==> src/assert_macros.svh <==
// Assertion helpers shared by the RTL. Each macro expects signals named
// clk and rst_n in the scope where it is used.
`ifndef ASSERT_MACROS_SVH
`define ASSERT_MACROS_SVH

// Consequent must hold in the same cycle as the antecedent.
`define FSP_CHECK(name, ante, cons) \
    name: assert property (@(posedge clk) disable iff (!rst_n) (ante) |-> (cons)) \
        else $error("format spec parser check failed");

// Consequent must hold in the cycle after the antecedent.
`define FSP_CHECK_NEXT(name, ante, cons) \
    name: assert property (@(posedge clk) disable iff (!rst_n) (ante) |=> (cons)) \
        else $error("format spec parser check failed");

`endif

==> src/fsp_pkg.sv <==
package fsp_pkg;

    // Accumulator widths.
    localparam int NUM_BITS = 16;
    localparam int LEN_BITS = 8;

    localparam logic [NUM_BITS-1:0] NUM_MAX = '1;
    localparam logic [LEN_BITS-1:0] LEN_MAX = '1;

    // Characters of interest.
    localparam logic [7:0] CH_MINUS = 8'h2D;
    localparam logic [7:0] CH_PLUS  = 8'h2B;
    localparam logic [7:0] CH_SPACE = 8'h20;
    localparam logic [7:0] CH_HASH  = 8'h23;
    localparam logic [7:0] CH_ZERO  = 8'h30;
    localparam logic [7:0] CH_NINE  = 8'h39;
    localparam logic [7:0] CH_DOT   = 8'h2E;
    localparam logic [7:0] CH_LC_C  = 8'h63;
    localparam logic [7:0] CH_LC_S  = 8'h73;
    localparam logic [7:0] CH_LC_P  = 8'h70;
    localparam logic [7:0] CH_LC_D  = 8'h64;
    localparam logic [7:0] CH_LC_I  = 8'h69;
    localparam logic [7:0] CH_LC_U  = 8'h75;
    localparam logic [7:0] CH_LC_X  = 8'h78;
    localparam logic [7:0] CH_UC_X  = 8'h58;
    localparam logic [7:0] CH_PCT   = 8'h25;

    typedef enum logic [3:0] {
        TC_CHAR    = 4'd0,
        TC_STRING  = 4'd1,
        TC_POINTER = 4'd2,
        TC_DEC     = 4'd3,
        TC_INT     = 4'd4,
        TC_UNS     = 4'd5,
        TC_HEX_LC  = 4'd6,
        TC_HEX_UC  = 4'd7,
        TC_PERCENT = 4'd8,
        TC_OTHER   = 4'd9
    } type_code_t;

    typedef enum logic [3:0] {
        PH_FLAGS = 4'b0001,
        PH_WIDTH = 4'b0010,
        PH_PREC  = 4'b0100,
        PH_DONE  = 4'b1000
    } phase_t;

    typedef struct packed {
        logic minus;
        logic plus;
        logic space;
        logic hash;
    } flag_bits_t;

    // Classification of one character.
    typedef struct packed {
        logic       is_minus;
        logic       is_plus;
        logic       is_space;
        logic       is_hash;
        logic       is_zero;
        logic       is_digit;
        logic       is_dot;
        logic [3:0] digit;
        type_code_t code;
    } char_class_t;

    typedef struct packed {
        phase_t              phase;
        flag_bits_t          flags;
        logic [LEN_BITS-1:0] zero_tally;
        logic [NUM_BITS-1:0] width_acc;
        logic                dot_seen;
        logic [NUM_BITS-1:0] prec_acc;
        logic [LEN_BITS-1:0] char_count;
        logic                sat_seen;
    } parse_state_t;

    localparam parse_state_t STATE_CLEAR = '{
        phase:      PH_FLAGS,
        flags:      '0,
        zero_tally: '0,
        width_acc:  '0,
        dot_seen:   1'b0,
        prec_acc:   '0,
        char_count: '0,
        sat_seen:   1'b0
    };

    typedef struct packed {
        flag_bits_t          flags;
        logic [LEN_BITS-1:0] zero_count;
        logic [NUM_BITS-1:0] field_width;
        logic                has_dot;
        logic [NUM_BITS-1:0] precision_value;
        type_code_t          code;
        logic [LEN_BITS-1:0] spec_length;
        logic                saturated;
    } spec_result_t;

    // Saturating increment; the top bit of the result is the clamp flag.
    function automatic logic [LEN_BITS:0] sat_inc(input logic [LEN_BITS-1:0] v);
        logic [LEN_BITS:0] r;
        if (v == LEN_MAX) begin
            r = {1'b1, LEN_MAX};
        end else begin
            r = {1'b0, v + LEN_BITS'(1)};
        end
        return r;
    endfunction

    // v * 10 + d with clamp; the top bit of the result is the clamp flag.
    function automatic logic [NUM_BITS:0] add_digit(input logic [NUM_BITS-1:0] v,
                                                   input logic [3:0] d);
        logic [NUM_BITS+3:0] n;
        logic [NUM_BITS:0]   r;
        n = ({4'b0, v} << 3) + ({4'b0, v} << 1) + {{NUM_BITS{1'b0}}, d};
        if (n > {4'b0, NUM_MAX}) begin
            r = {1'b1, NUM_MAX};
        end else begin
            r = {1'b0, n[NUM_BITS-1:0]};
        end
        return r;
    endfunction

endpackage

==> src/fsp_class.sv <==
module fsp_class import fsp_pkg::*; (
    input  logic [7:0]  ch,
    output char_class_t cls
);

    logic [7:0] offset;
    type_code_t code;

    assign offset       = ch - CH_ZERO;
    assign cls.is_minus = (ch == CH_MINUS);
    assign cls.is_plus  = (ch == CH_PLUS);
    assign cls.is_space = (ch == CH_SPACE);
    assign cls.is_hash  = (ch == CH_HASH);
    assign cls.is_zero  = (ch == CH_ZERO);
    assign cls.is_dot   = (ch == CH_DOT);
    assign cls.is_digit = (ch >= CH_ZERO) && (ch <= CH_NINE);
    assign cls.digit    = offset[3:0];
    assign cls.code     = code;

    always_comb
    begin
        unique case (ch)
            CH_LC_C: code = TC_CHAR;
            CH_LC_S: code = TC_STRING;
            CH_LC_P: code = TC_POINTER;
            CH_LC_D: code = TC_DEC;
            CH_LC_I: code = TC_INT;
            CH_LC_U: code = TC_UNS;
            CH_LC_X: code = TC_HEX_LC;
            CH_UC_X: code = TC_HEX_UC;
            CH_PCT:  code = TC_PERCENT;
            default: code = TC_OTHER;
        endcase
    end

endmodule

==> src/fsp_core.sv <==
module fsp_core import fsp_pkg::*; (
    input  logic         clk,
    input  logic         rst_n,
    input  char_class_t  cls,
    input  logic         first,
    input  logic         step,
    output logic         emit,
    output spec_result_t res
);

    parse_state_t st_reg;
    parse_state_t st_next;
    parse_state_t cur;
    logic [LEN_BITS:0] cnt_inc;
    logic [LEN_BITS:0] zero_inc;
    logic [NUM_BITS:0] width_add;
    logic [NUM_BITS:0] prec_add;
    logic              consume;

    // A first mark restarts the specification before the character is used.
    assign cur       = first ? STATE_CLEAR : st_reg;
    assign cnt_inc   = sat_inc(cur.char_count);
    assign zero_inc  = sat_inc(cur.zero_tally);
    assign width_add = add_digit(cur.phase == PH_FLAGS ? '0 : cur.width_acc, cls.digit);
    assign prec_add  = add_digit(cur.prec_acc, cls.digit);

    always_comb
    begin
        st_next = cur;
        emit    = 1'b0;
        consume = 1'b0;
        unique case (cur.phase)
            PH_FLAGS:
            begin
                priority if (cls.is_minus) begin
                    st_next.flags.minus = 1'b1;
                    consume = 1'b1;
                end else if (cls.is_plus) begin
                    st_next.flags.plus = 1'b1;
                    consume = 1'b1;
                end else if (cls.is_space) begin
                    st_next.flags.space = 1'b1;
                    consume = 1'b1;
                end else if (cls.is_hash) begin
                    st_next.flags.hash = 1'b1;
                    consume = 1'b1;
                end else if (cls.is_zero) begin
                    st_next.zero_tally = zero_inc[LEN_BITS-1:0];
                    st_next.sat_seen   = cur.sat_seen | zero_inc[LEN_BITS];
                    consume = 1'b1;
                end else if (cls.is_digit) begin
                    st_next.width_acc = width_add[NUM_BITS-1:0];
                    st_next.sat_seen  = cur.sat_seen | width_add[NUM_BITS];
                    st_next.phase     = PH_WIDTH;
                    consume = 1'b1;
                end else if (cls.is_dot) begin
                    st_next.dot_seen = 1'b1;
                    st_next.phase    = PH_PREC;
                    consume = 1'b1;
                end else begin
                    emit = 1'b1;
                end
            end
            PH_WIDTH:
            begin
                priority if (cls.is_digit) begin
                    st_next.width_acc = width_add[NUM_BITS-1:0];
                    st_next.sat_seen  = cur.sat_seen | width_add[NUM_BITS];
                    consume = 1'b1;
                end else if (cls.is_dot) begin
                    st_next.dot_seen = 1'b1;
                    st_next.phase    = PH_PREC;
                    consume = 1'b1;
                end else begin
                    emit = 1'b1;
                end
            end
            PH_PREC:
            begin
                if (cls.is_digit) begin
                    st_next.prec_acc = prec_add[NUM_BITS-1:0];
                    st_next.sat_seen = cur.sat_seen | prec_add[NUM_BITS];
                    consume = 1'b1;
                end else begin
                    emit = 1'b1;
                end
            end
            PH_DONE:
            begin
                st_next = cur;
            end
            default:
            begin
                st_next = cur;
            end
        endcase

        if (consume) begin
            st_next.char_count = cnt_inc[LEN_BITS-1:0];
            st_next.sat_seen   = st_next.sat_seen | cnt_inc[LEN_BITS];
        end
        if (emit) begin
            st_next.phase = PH_DONE;
        end
    end

    // The result reports the fields as they stood before the type character.
    assign res.flags           = cur.flags;
    assign res.zero_count      = cur.zero_tally;
    assign res.field_width     = cur.width_acc;
    assign res.has_dot         = cur.dot_seen;
    assign res.precision_value = cur.prec_acc;
    assign res.code            = cls.code;
    assign res.spec_length     = cur.char_count;
    assign res.saturated       = cur.sat_seen;

    always_ff @(posedge clk or negedge rst_n)
    begin
        if (!rst_n) begin
            st_reg <= STATE_CLEAR;
        end else if (step) begin
            st_reg <= st_next;
        end
    end

endmodule

==> src/format_spec_parser_top.sv <==
// A word enters the input register, then updates the parse state; one that
// ends a specification fills the result register and sets out_valid.
// Throughput: one word per cycle unless an emitting word finds the result
// register full and untaken; the parse-state update is all the per-word work.
// Reset (rst_n low, asynchronous) empties both registers and returns the
// parser to the flags phase with all accumulators cleared.
`include "assert_macros.svh"

module format_spec_parser_top import fsp_pkg::*; (
    input  logic        clk,
    input  logic        rst_n,

    input  logic        in_valid,
    output logic        in_ready,
    input  logic [7:0]  ch,
    input  logic        first,

    output logic        out_valid,
    input  logic        out_ready,
    output logic        left_align,
    output logic        force_sign,
    output logic        space_sign,
    output logic [1:0]  alt_form,
    output logic [7:0]  zero_count,
    output logic [15:0] field_width,
    output logic        has_dot,
    output logic [15:0] precision_value,
    output logic [3:0]  type_code,
    output logic [7:0]  spec_length,
    output logic        saturated
);

    // Input register: holds one word waiting to update the parse state.
    logic        s1_valid_reg;
    logic        s1_valid_next;
    logic [7:0]  s1_ch_reg;
    logic        s1_first_reg;

    // Result register: holds one finished specification until it is taken.
    logic         out_valid_reg;
    logic         out_valid_next;
    spec_result_t res_reg;

    char_class_t  cls;
    spec_result_t core_res;
    logic         core_emit;
    logic         s1_step;
    logic         in_fire;

    // The held word moves on unless it would emit a result while the result
    // register is still full and not being taken this cycle. Words that
    // produce no result never wait on the output side.
    assign s1_step  = s1_valid_reg && !(core_emit && out_valid_reg && !out_ready);
    assign in_ready = !s1_valid_reg || s1_step;
    assign in_fire  = in_valid && in_ready;

    fsp_class u_class (
        .ch  (s1_ch_reg),
        .cls (cls)
    );

    fsp_core u_core (
        .clk   (clk),
        .rst_n (rst_n),
        .cls   (cls),
        .first (s1_first_reg),
        .step  (s1_step),
        .emit  (core_emit),
        .res   (core_res)
    );

    always_comb
    begin
        priority if (in_fire) begin
            s1_valid_next = 1'b1;
        end else if (s1_step) begin
            s1_valid_next = 1'b0;
        end else begin
            s1_valid_next = s1_valid_reg;
        end

        priority if (s1_step && core_emit) begin
            out_valid_next = 1'b1;
        end else if (out_ready) begin
            out_valid_next = 1'b0;
        end else begin
            out_valid_next = out_valid_reg;
        end
    end

    always_ff @(posedge clk or negedge rst_n)
    begin
        if (!rst_n) begin
            s1_valid_reg  <= 1'b0;
            out_valid_reg <= 1'b0;
        end else begin
            s1_valid_reg  <= s1_valid_next;
            out_valid_reg <= out_valid_next;
        end
    end

    // Payload registers carry no reset.
    always_ff @(posedge clk)
    begin
        if (in_fire) begin
            s1_ch_reg    <= ch;
            s1_first_reg <= first;
        end
        if (s1_step && core_emit) begin
            res_reg <= core_res;
        end
    end

    assign out_valid       = out_valid_reg;
    assign left_align      = res_reg.flags.minus;
    assign force_sign      = res_reg.flags.plus;
    assign space_sign      = res_reg.flags.space;
    assign alt_form        = res_reg.flags.hash ? 2'd2 : 2'd0;
    assign zero_count      = res_reg.zero_count;
    assign field_width     = res_reg.field_width;
    assign has_dot         = res_reg.has_dot;
    assign precision_value = res_reg.precision_value;
    assign type_code       = res_reg.code;
    assign spec_length     = res_reg.spec_length;
    assign saturated       = res_reg.saturated;

    // A new word may only enter when the held word leaves in the same cycle.
    `FSP_CHECK(a_no_input_overrun, in_fire && s1_valid_reg, s1_step)
    // A full result register that is not taken is never overwritten.
    `FSP_CHECK(a_no_result_overwrite, out_valid_reg && !out_ready, !(s1_step && core_emit))
    // An emitting step always leaves a valid result behind.
    `FSP_CHECK_NEXT(a_emit_shows_result, s1_step && core_emit, out_valid_reg)
    // Results never carry a type code beyond the defined range.
    `FSP_CHECK(a_code_range, out_valid_reg, res_reg.code <= TC_OTHER)

endmodule
==> config.mk <==
export PLATFORM = sky130hd
export DESIGN_NAME = format_spec_parser_top
export DESIGN_NICKNAME = d
export VERILOG_FILES = /design/src/fsp_pkg.sv /design/src/fsp_class.sv /design/src/fsp_core.sv /design/src/format_spec_parser_top.sv
export VERILOG_INCLUDE_DIRS = /design/src /design/src/src
export SDC_FILE = /design/constraint.sdc
export NUM_CORES = 1
export LEC_CHECK = 0
export ABC_AREA = 1
export BUFFER_PORTS_ARGS = -buffer_cell sky130_fd_sc_hd__clkbuf_2
export CORE_UTILIZATION = 55
export CTS_CLUSTER_DIAMETER = 80
export DETAILED_ROUTE_END_ITERATION = 16
export PLACE_DENSITY = 0.87
export SYNTH_ARGS = -nofsm -noshare
export SYNTH_HDL_FRONTEND = slang
export SYNTH_SLANG_ARGS = --single-unit
==> constraint.sdc <==
create_clock -name clk -period 3.7 [get_ports clk]
set_clock_uncertainty 0.1 [all_clocks]
set_input_delay 0.74 -clock clk [delete_from_list [all_inputs] [get_ports clk]]
set_output_delay 0.74 -clock clk [all_outputs]
set_load 0.05 [all_outputs]
# After elaboration in Yosys (flattened, before gate mapping)

Cells that the tools add are included.

Input bits: 13
Flip-flop bits (word level): 127
Output and inout bits: 61
Memory bits (writable): 0
Latch bits: 0
ROM bits: 0
Word-level logic and storage cells: 139
Memories kept: 0

Multipliers: 0
$add $sub $neg: 7
Magnitude comparators: 4
Div/mod/pow operators: 0
Multiplexer cells: 66
Bitwise gates (word level): 4
Equal/unequal tests: 20
Shift-type cells: 0
Reduce and logical (&&, ||, !) cells: 12

Operator list:

| cell                                                 | number |
|---|---|
| == test 8 x 7 -> 1 bit, second input constant        | 8 |
| two-way mux 16 bit                                   | 4 |
| two-way mux 58 bit                                   | 1 |
| == test 8 x 6 -> 1 bit, second input constant        | 7 |
| two-way mux 17 bit                                   | 3 |
| adder 19 x 17 -> 20 bit                              | 2 |
| adder 20 x 4 -> 20 bit                               | 2 |
| > comparator 20 x 16 -> 1 bit, second input constant | 2 |
| two-way mux 4 bit                                    | 9 |
| case mux 4 bit (9 select lines)                      | 1 |
| case mux 17 bit (2 select lines)                     | 1 |
| two-way mux 1 bit                                    | 33 |
| two-way mux 28 bit                                   | 1 |
| two-way mux 27 bit                                   | 1 |
| two-way mux 9 bit                                    | 3 |
| two-way mux 26 bit                                   | 1 |
| two-way mux 25 bit                                   | 1 |
| adder 8 x 1 -> 8 bit, second input constant          | 2 |
| == test 8 bit, second input constant                 | 2 |
| two-way mux 12 bit                                   | 1 |
| case mux 1 bit (3 select lines)                      | 3 |
| >= comparator 8 x 6 -> 1 bit, second input constant  | 1 |
| <= comparator 8 x 6 -> 1 bit, second input constant  | 1 |
| two-way mux 8 bit                                    | 1 |
| other kinds (11)                                     | 22 |

# Longest topological paths before layout

Word-level depth: 17
Depth in mapped cells: 24
Mapped depth without buffers: 23

# By module

A second synthesis with hierarchy kept.

Cells, all modules: 1182
Area total of the unflattened synthesis: 9171.3 um^2

By module, submodules not included:

| module                 | cells each | area each (um^2) | times used | seq. area each (um^2) |
|---|---|---|---|---|
| fsp_core               | 1028       | 6712.7           | 1          | 1452.6 |
| format_spec_parser_top | 83         | 2130.8           | 1          | 2062.0 |
| fsp_class              | 71         | 327.8            | 1          | 0.0 |

# Least setup slack after synthesis

No wires, ideal clock.

Path kind: register -> register
Start: register s1_first_reg
End: register u_core.st_reg[14] (netlist bit)
Arrival: 3.902 ns
Library setup time: 0.118 ns
Stages on the path, launching flop included: 21
Period minus slack after synthesis: 4.120 ns
Path slack: -0.420 ns
Data required time: 3.482 ns
Path buffers: 4
Cells stage by stage: edfxtp_1 > clkbuf_1 > buf_1 > clkbuf_1 > buf_1 > nor2_1 > fa_1 > inv_1 > fa_1 > o21ai_2 > nand2_1 > nand2_1 > nand3_1 > nand3_1 > nand2_1 > nor2_1 > nand3_1 > nor2_1 > nand2_1 > nand3_1 > nand2_1

RTL lines:

| what                     | line                          | RTL |
|---|---|---|
| start: declaration       | format_spec_parser_top.sv:37  | `logic s1_first_reg;` |
| start signal: assignment | format_spec_parser_top.sv:107 | `s1_first_reg <= first;` |
| end signal: assignment   | fsp_core.sv:122               | `st_reg <= st_next;` |
| end: declaration         | fsp_core.sv:11                | `parse_state_t st_reg;` |

# Worst setup path in the final report

Start: register s1_first_reg
End: register u_core.st_reg[31] (netlist bit)

Cells in the longest elaborated chain, start to end: 14
Elaborated cells between the ends (all ways): 21
Those cells by class: 2 x add/sub; 1 x order compare; 3 x eq/ne; 11 x mux; 4 x reduce/logical

RTL lines:

| what                             | line                           | RTL |
|---|---|---|
| two-way mux 58 bit (*)           | fsp_core.sv:21                 | `assign cur = first ? STATE_CLEAR : st_reg;` |
| == test 4 x 1 -> 1 bit           | fsp_core.sv:24, fsp_core.sv:32 |  |
| two-way mux 16 bit               | fsp_core.sv:24                 | `assign width_add = add_digit(cur.phase == PH_FLAGS ? '0 : cur.width_acc, cls.digit);` |
| adder 19 x 17 -> 20 bit          | fsp_pkg.sv:117                 | `n = ({4'b0, v} << 3) + ({4'b0, v} << 1) + {{NUM_BITS{1'b0}}, d};` |
| adder 20 x 4 -> 20 bit           | fsp_pkg.sv:117                 |  |
| > comparator 20 x 16 -> 1 bit    | fsp_pkg.sv:118                 | `if (n > {4'b0, NUM_MAX}) begin` |
| two-way mux 17 bit               | fsp_pkg.sv:118                 |  |
| two-way mux 16 bit               | fsp_core.sv:51, fsp_core.sv:66 |  |
| two-way mux 17 bit               | fsp_core.sv:47                 | `end else if (cls.is_zero) begin` |
| two-way mux 25 bit               | fsp_core.sv:44                 | `end else if (cls.is_hash) begin` |
| two-way mux 26 bit               | fsp_core.sv:41                 | `end else if (cls.is_space) begin` |
| two-way mux 27 bit               | fsp_core.sv:38                 | `end else if (cls.is_plus) begin` |
| two-way mux 28 bit               | fsp_core.sv:35                 | `priority if (cls.is_minus) begin` |
| case mux 17 bit (2 select lines) | fsp_core.sv:32                 | `unique case (cur.phase)` |

Every way passes the cells marked *; elsewhere a longest branch is shown, timed or not.
A chain may end at the register's enable or synchronous reset.

==> results.sh <==
export IMPL_async_flop_share=0.472
export IMPL_status="finished clean"
export IMPL_largest_reg_flops=58
export IMPL_switching_share=0.413
export IMPL_syn_to_final_growth_pct=19.1
export IMPL_fp_dieH_um=130
export IMPL_crit_arrival_ns=3.86
export IMPL_period_needed_ns=3.66
export IMPL_place_ws_ns=-0.0226
export IMPL_wl_per_cell_um=15.3
export IMPL_dp_hpwl_mm=15.9
export IMPL_vias=8747
export IMPL_crit_path_start_kind="flip-flop"
export IMPL_pwr_share_seq=0.312
export IMPL_clock_root_buffer="clkbuf_16"
export IMPL_final_cells=1541
export IMPL_drt_iter0_drc=1036
export IMPL_finalSetupViolations=0
export IMPL_netlist_top_cells_area="edfxtp_1, dfrtp_1, nand2_1"
export IMPL_fp_dieW_um=130
export IMPL_ctsHoldBuffers=0
export IMPL_synth_edf_count=67
export IMPL_slew_limit_headroom=0.461
export IMPL_gr_total_overflow=0
export IMPL_ys_warn_count=0
export IMPL_avgSynthCellArea_um2=7.30
export IMPL_cts_buffer_depth=2
export IMPL_yosysTopAreaCell="edfxtp_1"
export IMPL_htree_levels=4
export IMPL_slowest_delay_ns=0.41
export IMPL_critical_path_required_ns=3.91
export IMPL_path_max_fanout=9
export IMPL_ir_worst_vdd_mv=0.439
export IMPL_tightest_slew_ns=0.808
export IMPL_syn_nets=1307
export IMPL_drv_slew=0
export IMPL_post_dp_cell_area_um2=9610
export IMPL_num_io_pins=74
export IMPL_synth_seq_cells=127
export IMPL_nets=1392
export IMPL_crit_path_cell_trace="inv_2, o21ai_1, nand2_2, clkinv_4, nor2_4, ha_1, ha_2, fa_2, nand3_1, nand3_2, nand2_1, nand2_1, nand2_1, nand2_1, nand2_1, nand2_1, nor2_4, buf_12, nand3_1, nand2_1, nand2_1, nand3_1, a21oi_1"
export IMPL_drcViolationCount=0
export IMPL_antenna_found_initial=0
export IMPL_grt_max_degree=61
export IMPL_netlist_area_leader_share=0.225
export IMPL_mostFrequentLayoutCell="nand2_1"
export IMPL_placed_cells=1499
export IMPL_clk_latency_ns=0.43
export IMPL_via_per_inst=5.68
export IMPL_die_area_um2=16800
export IMPL_syn_area_um2=8960
export IMPL_rows=46
export IMPL_finalPower_mw=6.27
export IMPL_intPower_mw=3.68
export IMPL_ant_nets=0
export IMPL_grt_pass1_vias=7839
export IMPL_antenna_cells=0
export IMPL_initial_core_util=0.564
export IMPL_critPathKind="flip-flop to flip-flop"
export IMPL_cts_num_sinks=127
export IMPL_reg2regPathDepth=23
export IMPL_clkPwrFrac=0.265
export IMPL_cpMaxStageDelayCell="edfxtp_1"
export IMPL_fin_tns_setup_ns=0
export IMPL_numCtsBuffers=17
export IMPL_hold_viol=0
export IMPL_drtPass1Iterations=6
export IMPL_wirelength_mm=23.6
export IMPL_cts_tree="yes"
export IMPL_power_density_nw_per_um2=588
export IMPL_setup_ws_ns=0.0422
export IMPL_gp_congestion=0.971
export IMPL_comb_power_share=0.422
export IMPL_synth_yosys_seq_area_share=0.392
export IMPL_netlist_instances=1227
export IMPL_period_share=0.989
export IMPL_grt_pass1_wl_mm=36.5
export IMPL_stdcell_area_um2=10700
export IMPL_hold_path_class="input pin to asynchronous set/reset pin"
export IMPL_end_kind="flip-flop"
export IMPL_p_switching_mw=2.59
export IMPL_synth_ff_type="edfxtp_1"
export IMPL_cp_common_cell="nand2_1"
export IMPL_core_um2=15900
export IMPL_clkTransAtPathRegs_ns=0.06
export IMPL_drive_above_1_share=0.176
export IMPL_p_leak_nw=5.33
export IMPL_fmax_mhz=273
export IMPL_portBuffers=72
export IMPL_cap_violations=0
export IMPL_layout_common_cells="nand2_1, inv_1, nor2_1"
export IMPL_grt_util_all_layers=0.277
export IMPL_netlist_cell_type_count=49
[power by group through the flow]
stage,Clock [mW],Sequential (mW),Combinational (mW)
5_1_grt,1.75,1.99,2.84
2_1_floorplan,0,2.37,1.25
3_3_place_gp,0,1.97,2.14
3_5_place_dp,0,1.97,2.20
6_report,1.66,1.96,2.65
4_1_cts,1.68,1.95,2.23
[routing by layer]
| metal | part of all wire | vias to the layer above | track usage |
|---|---|---|---|
| li1 | - | 4149 | - |
| met1 | 0.41 | 3955 | 0.363 |
| met2 | 0.47 | 524 | 0.451 |
| met3 | 0.088 | 119 | 0.0562 |
| met4 | 0.038 | 0 | 0.111 |
| met5 | 0 | - | 0 |
[worst paths after layout]
kind,start,end,slack (ns)
worst max-delay path,s1_first_reg$_DFFE_PP_,u_core.st_reg[31]$_DFFE_PN0P_,0.04
worst min-delay path,rst_n,u_core.st_reg[40]$_DFFE_PN0P_,0.37
worst max register to register,s1_first_reg$_DFFE_PP_,u_core.st_reg[31]$_DFFE_PN0P_,0.04
worst min register to register,u_core.st_reg[15]$_DFFE_PN0P_,u_core.st_reg[15]$_DFFE_PN0P_,0.38
max in group asynchronous,rst_n,u_core.st_reg[9]$_DFFE_PN0P_,2.57
min in group clk,u_core.st_reg[15]$_DFFE_PN0P_,u_core.st_reg[15]$_DFFE_PN0P_,0.38
[metrics by stage]
step / utilization / hold slack, ns
finish: 0.672 / 0.370
global route: 0.672 / 0.378
CTS: 0.642 / 0.381
detailed placement: 0.605 / 0.367
global placement: 0.605 / 0.363
floorplan: - / 0.344
[critical path, delay by kind of cell, from the launching register on]
family	cells	cell delay (ns)
DFF	1	0.41
and+or+nand+nor	15	1.54
buffers and inverters	3	0.45
AOI/OAI and AO/OA	2	0.21
adders and majority gates	3	0.82
[repair_timing]
action	CTS	global route
endpoints found under the hold margin	0	0
endpoints found under the setup margin	11	29
pin swaps	0	5
setup buffers	0	7
resized for setup	1	74
gates cloned	0	3
[area by class of cell]
class / count / area, um^2
Fill cell: 1235 / 5220
Multi-Input combinational cell: 884 / 4900
Sequential cell: 127 / 3510
Timing Repair Buffer: 102 / 713
Inverter: 180 / 681
Clock buffer: 17 / 425
Tap cell: 216 / 270
Clock inverter: 15 / 161
[cells by family after synthesis]
| group | share of synthesized area |
|---|---|
| buffers and inverters | 0.0981 |
| DFF | 0.392 |
| and+or+nand+nor | 0.299 |
| AOI/OAI and AO/OA | 0.0926 |
| xor gates and xnor gates | 0.0215 |
| adders and majority gates | 0.0961 |
| other | 0.000419 |
[synthesized netlist by cell type (2+ instances only)]
cell type,n
xnor2_1,8
nand3_1,98
o21ai_1,11
dfrtp_1,59
buf_6,4
nand2_1,313
nor3_1,13
fa_1,3
o21a_1,2
nand4_1,8
a21oi_1,58
xor2_1,14
a22oi_1,2
o32ai_1,4
nor4_1,3
a31oi_1,10
o211ai_1,2
nor2_2,7
ha_1,64
inv_2,13
buf_4,8
o21ai_2,2
inv_1,166
nand3b_1,4
nand2_2,8
buf_2,6
clkbuf_1,13
edfxtp_1,67
o21ai_0,45
nor2_1,184
o22ai_1,4
o21bai_1,3
buf_1,5
No activity file was read; power rests on OpenSTA's default activity.
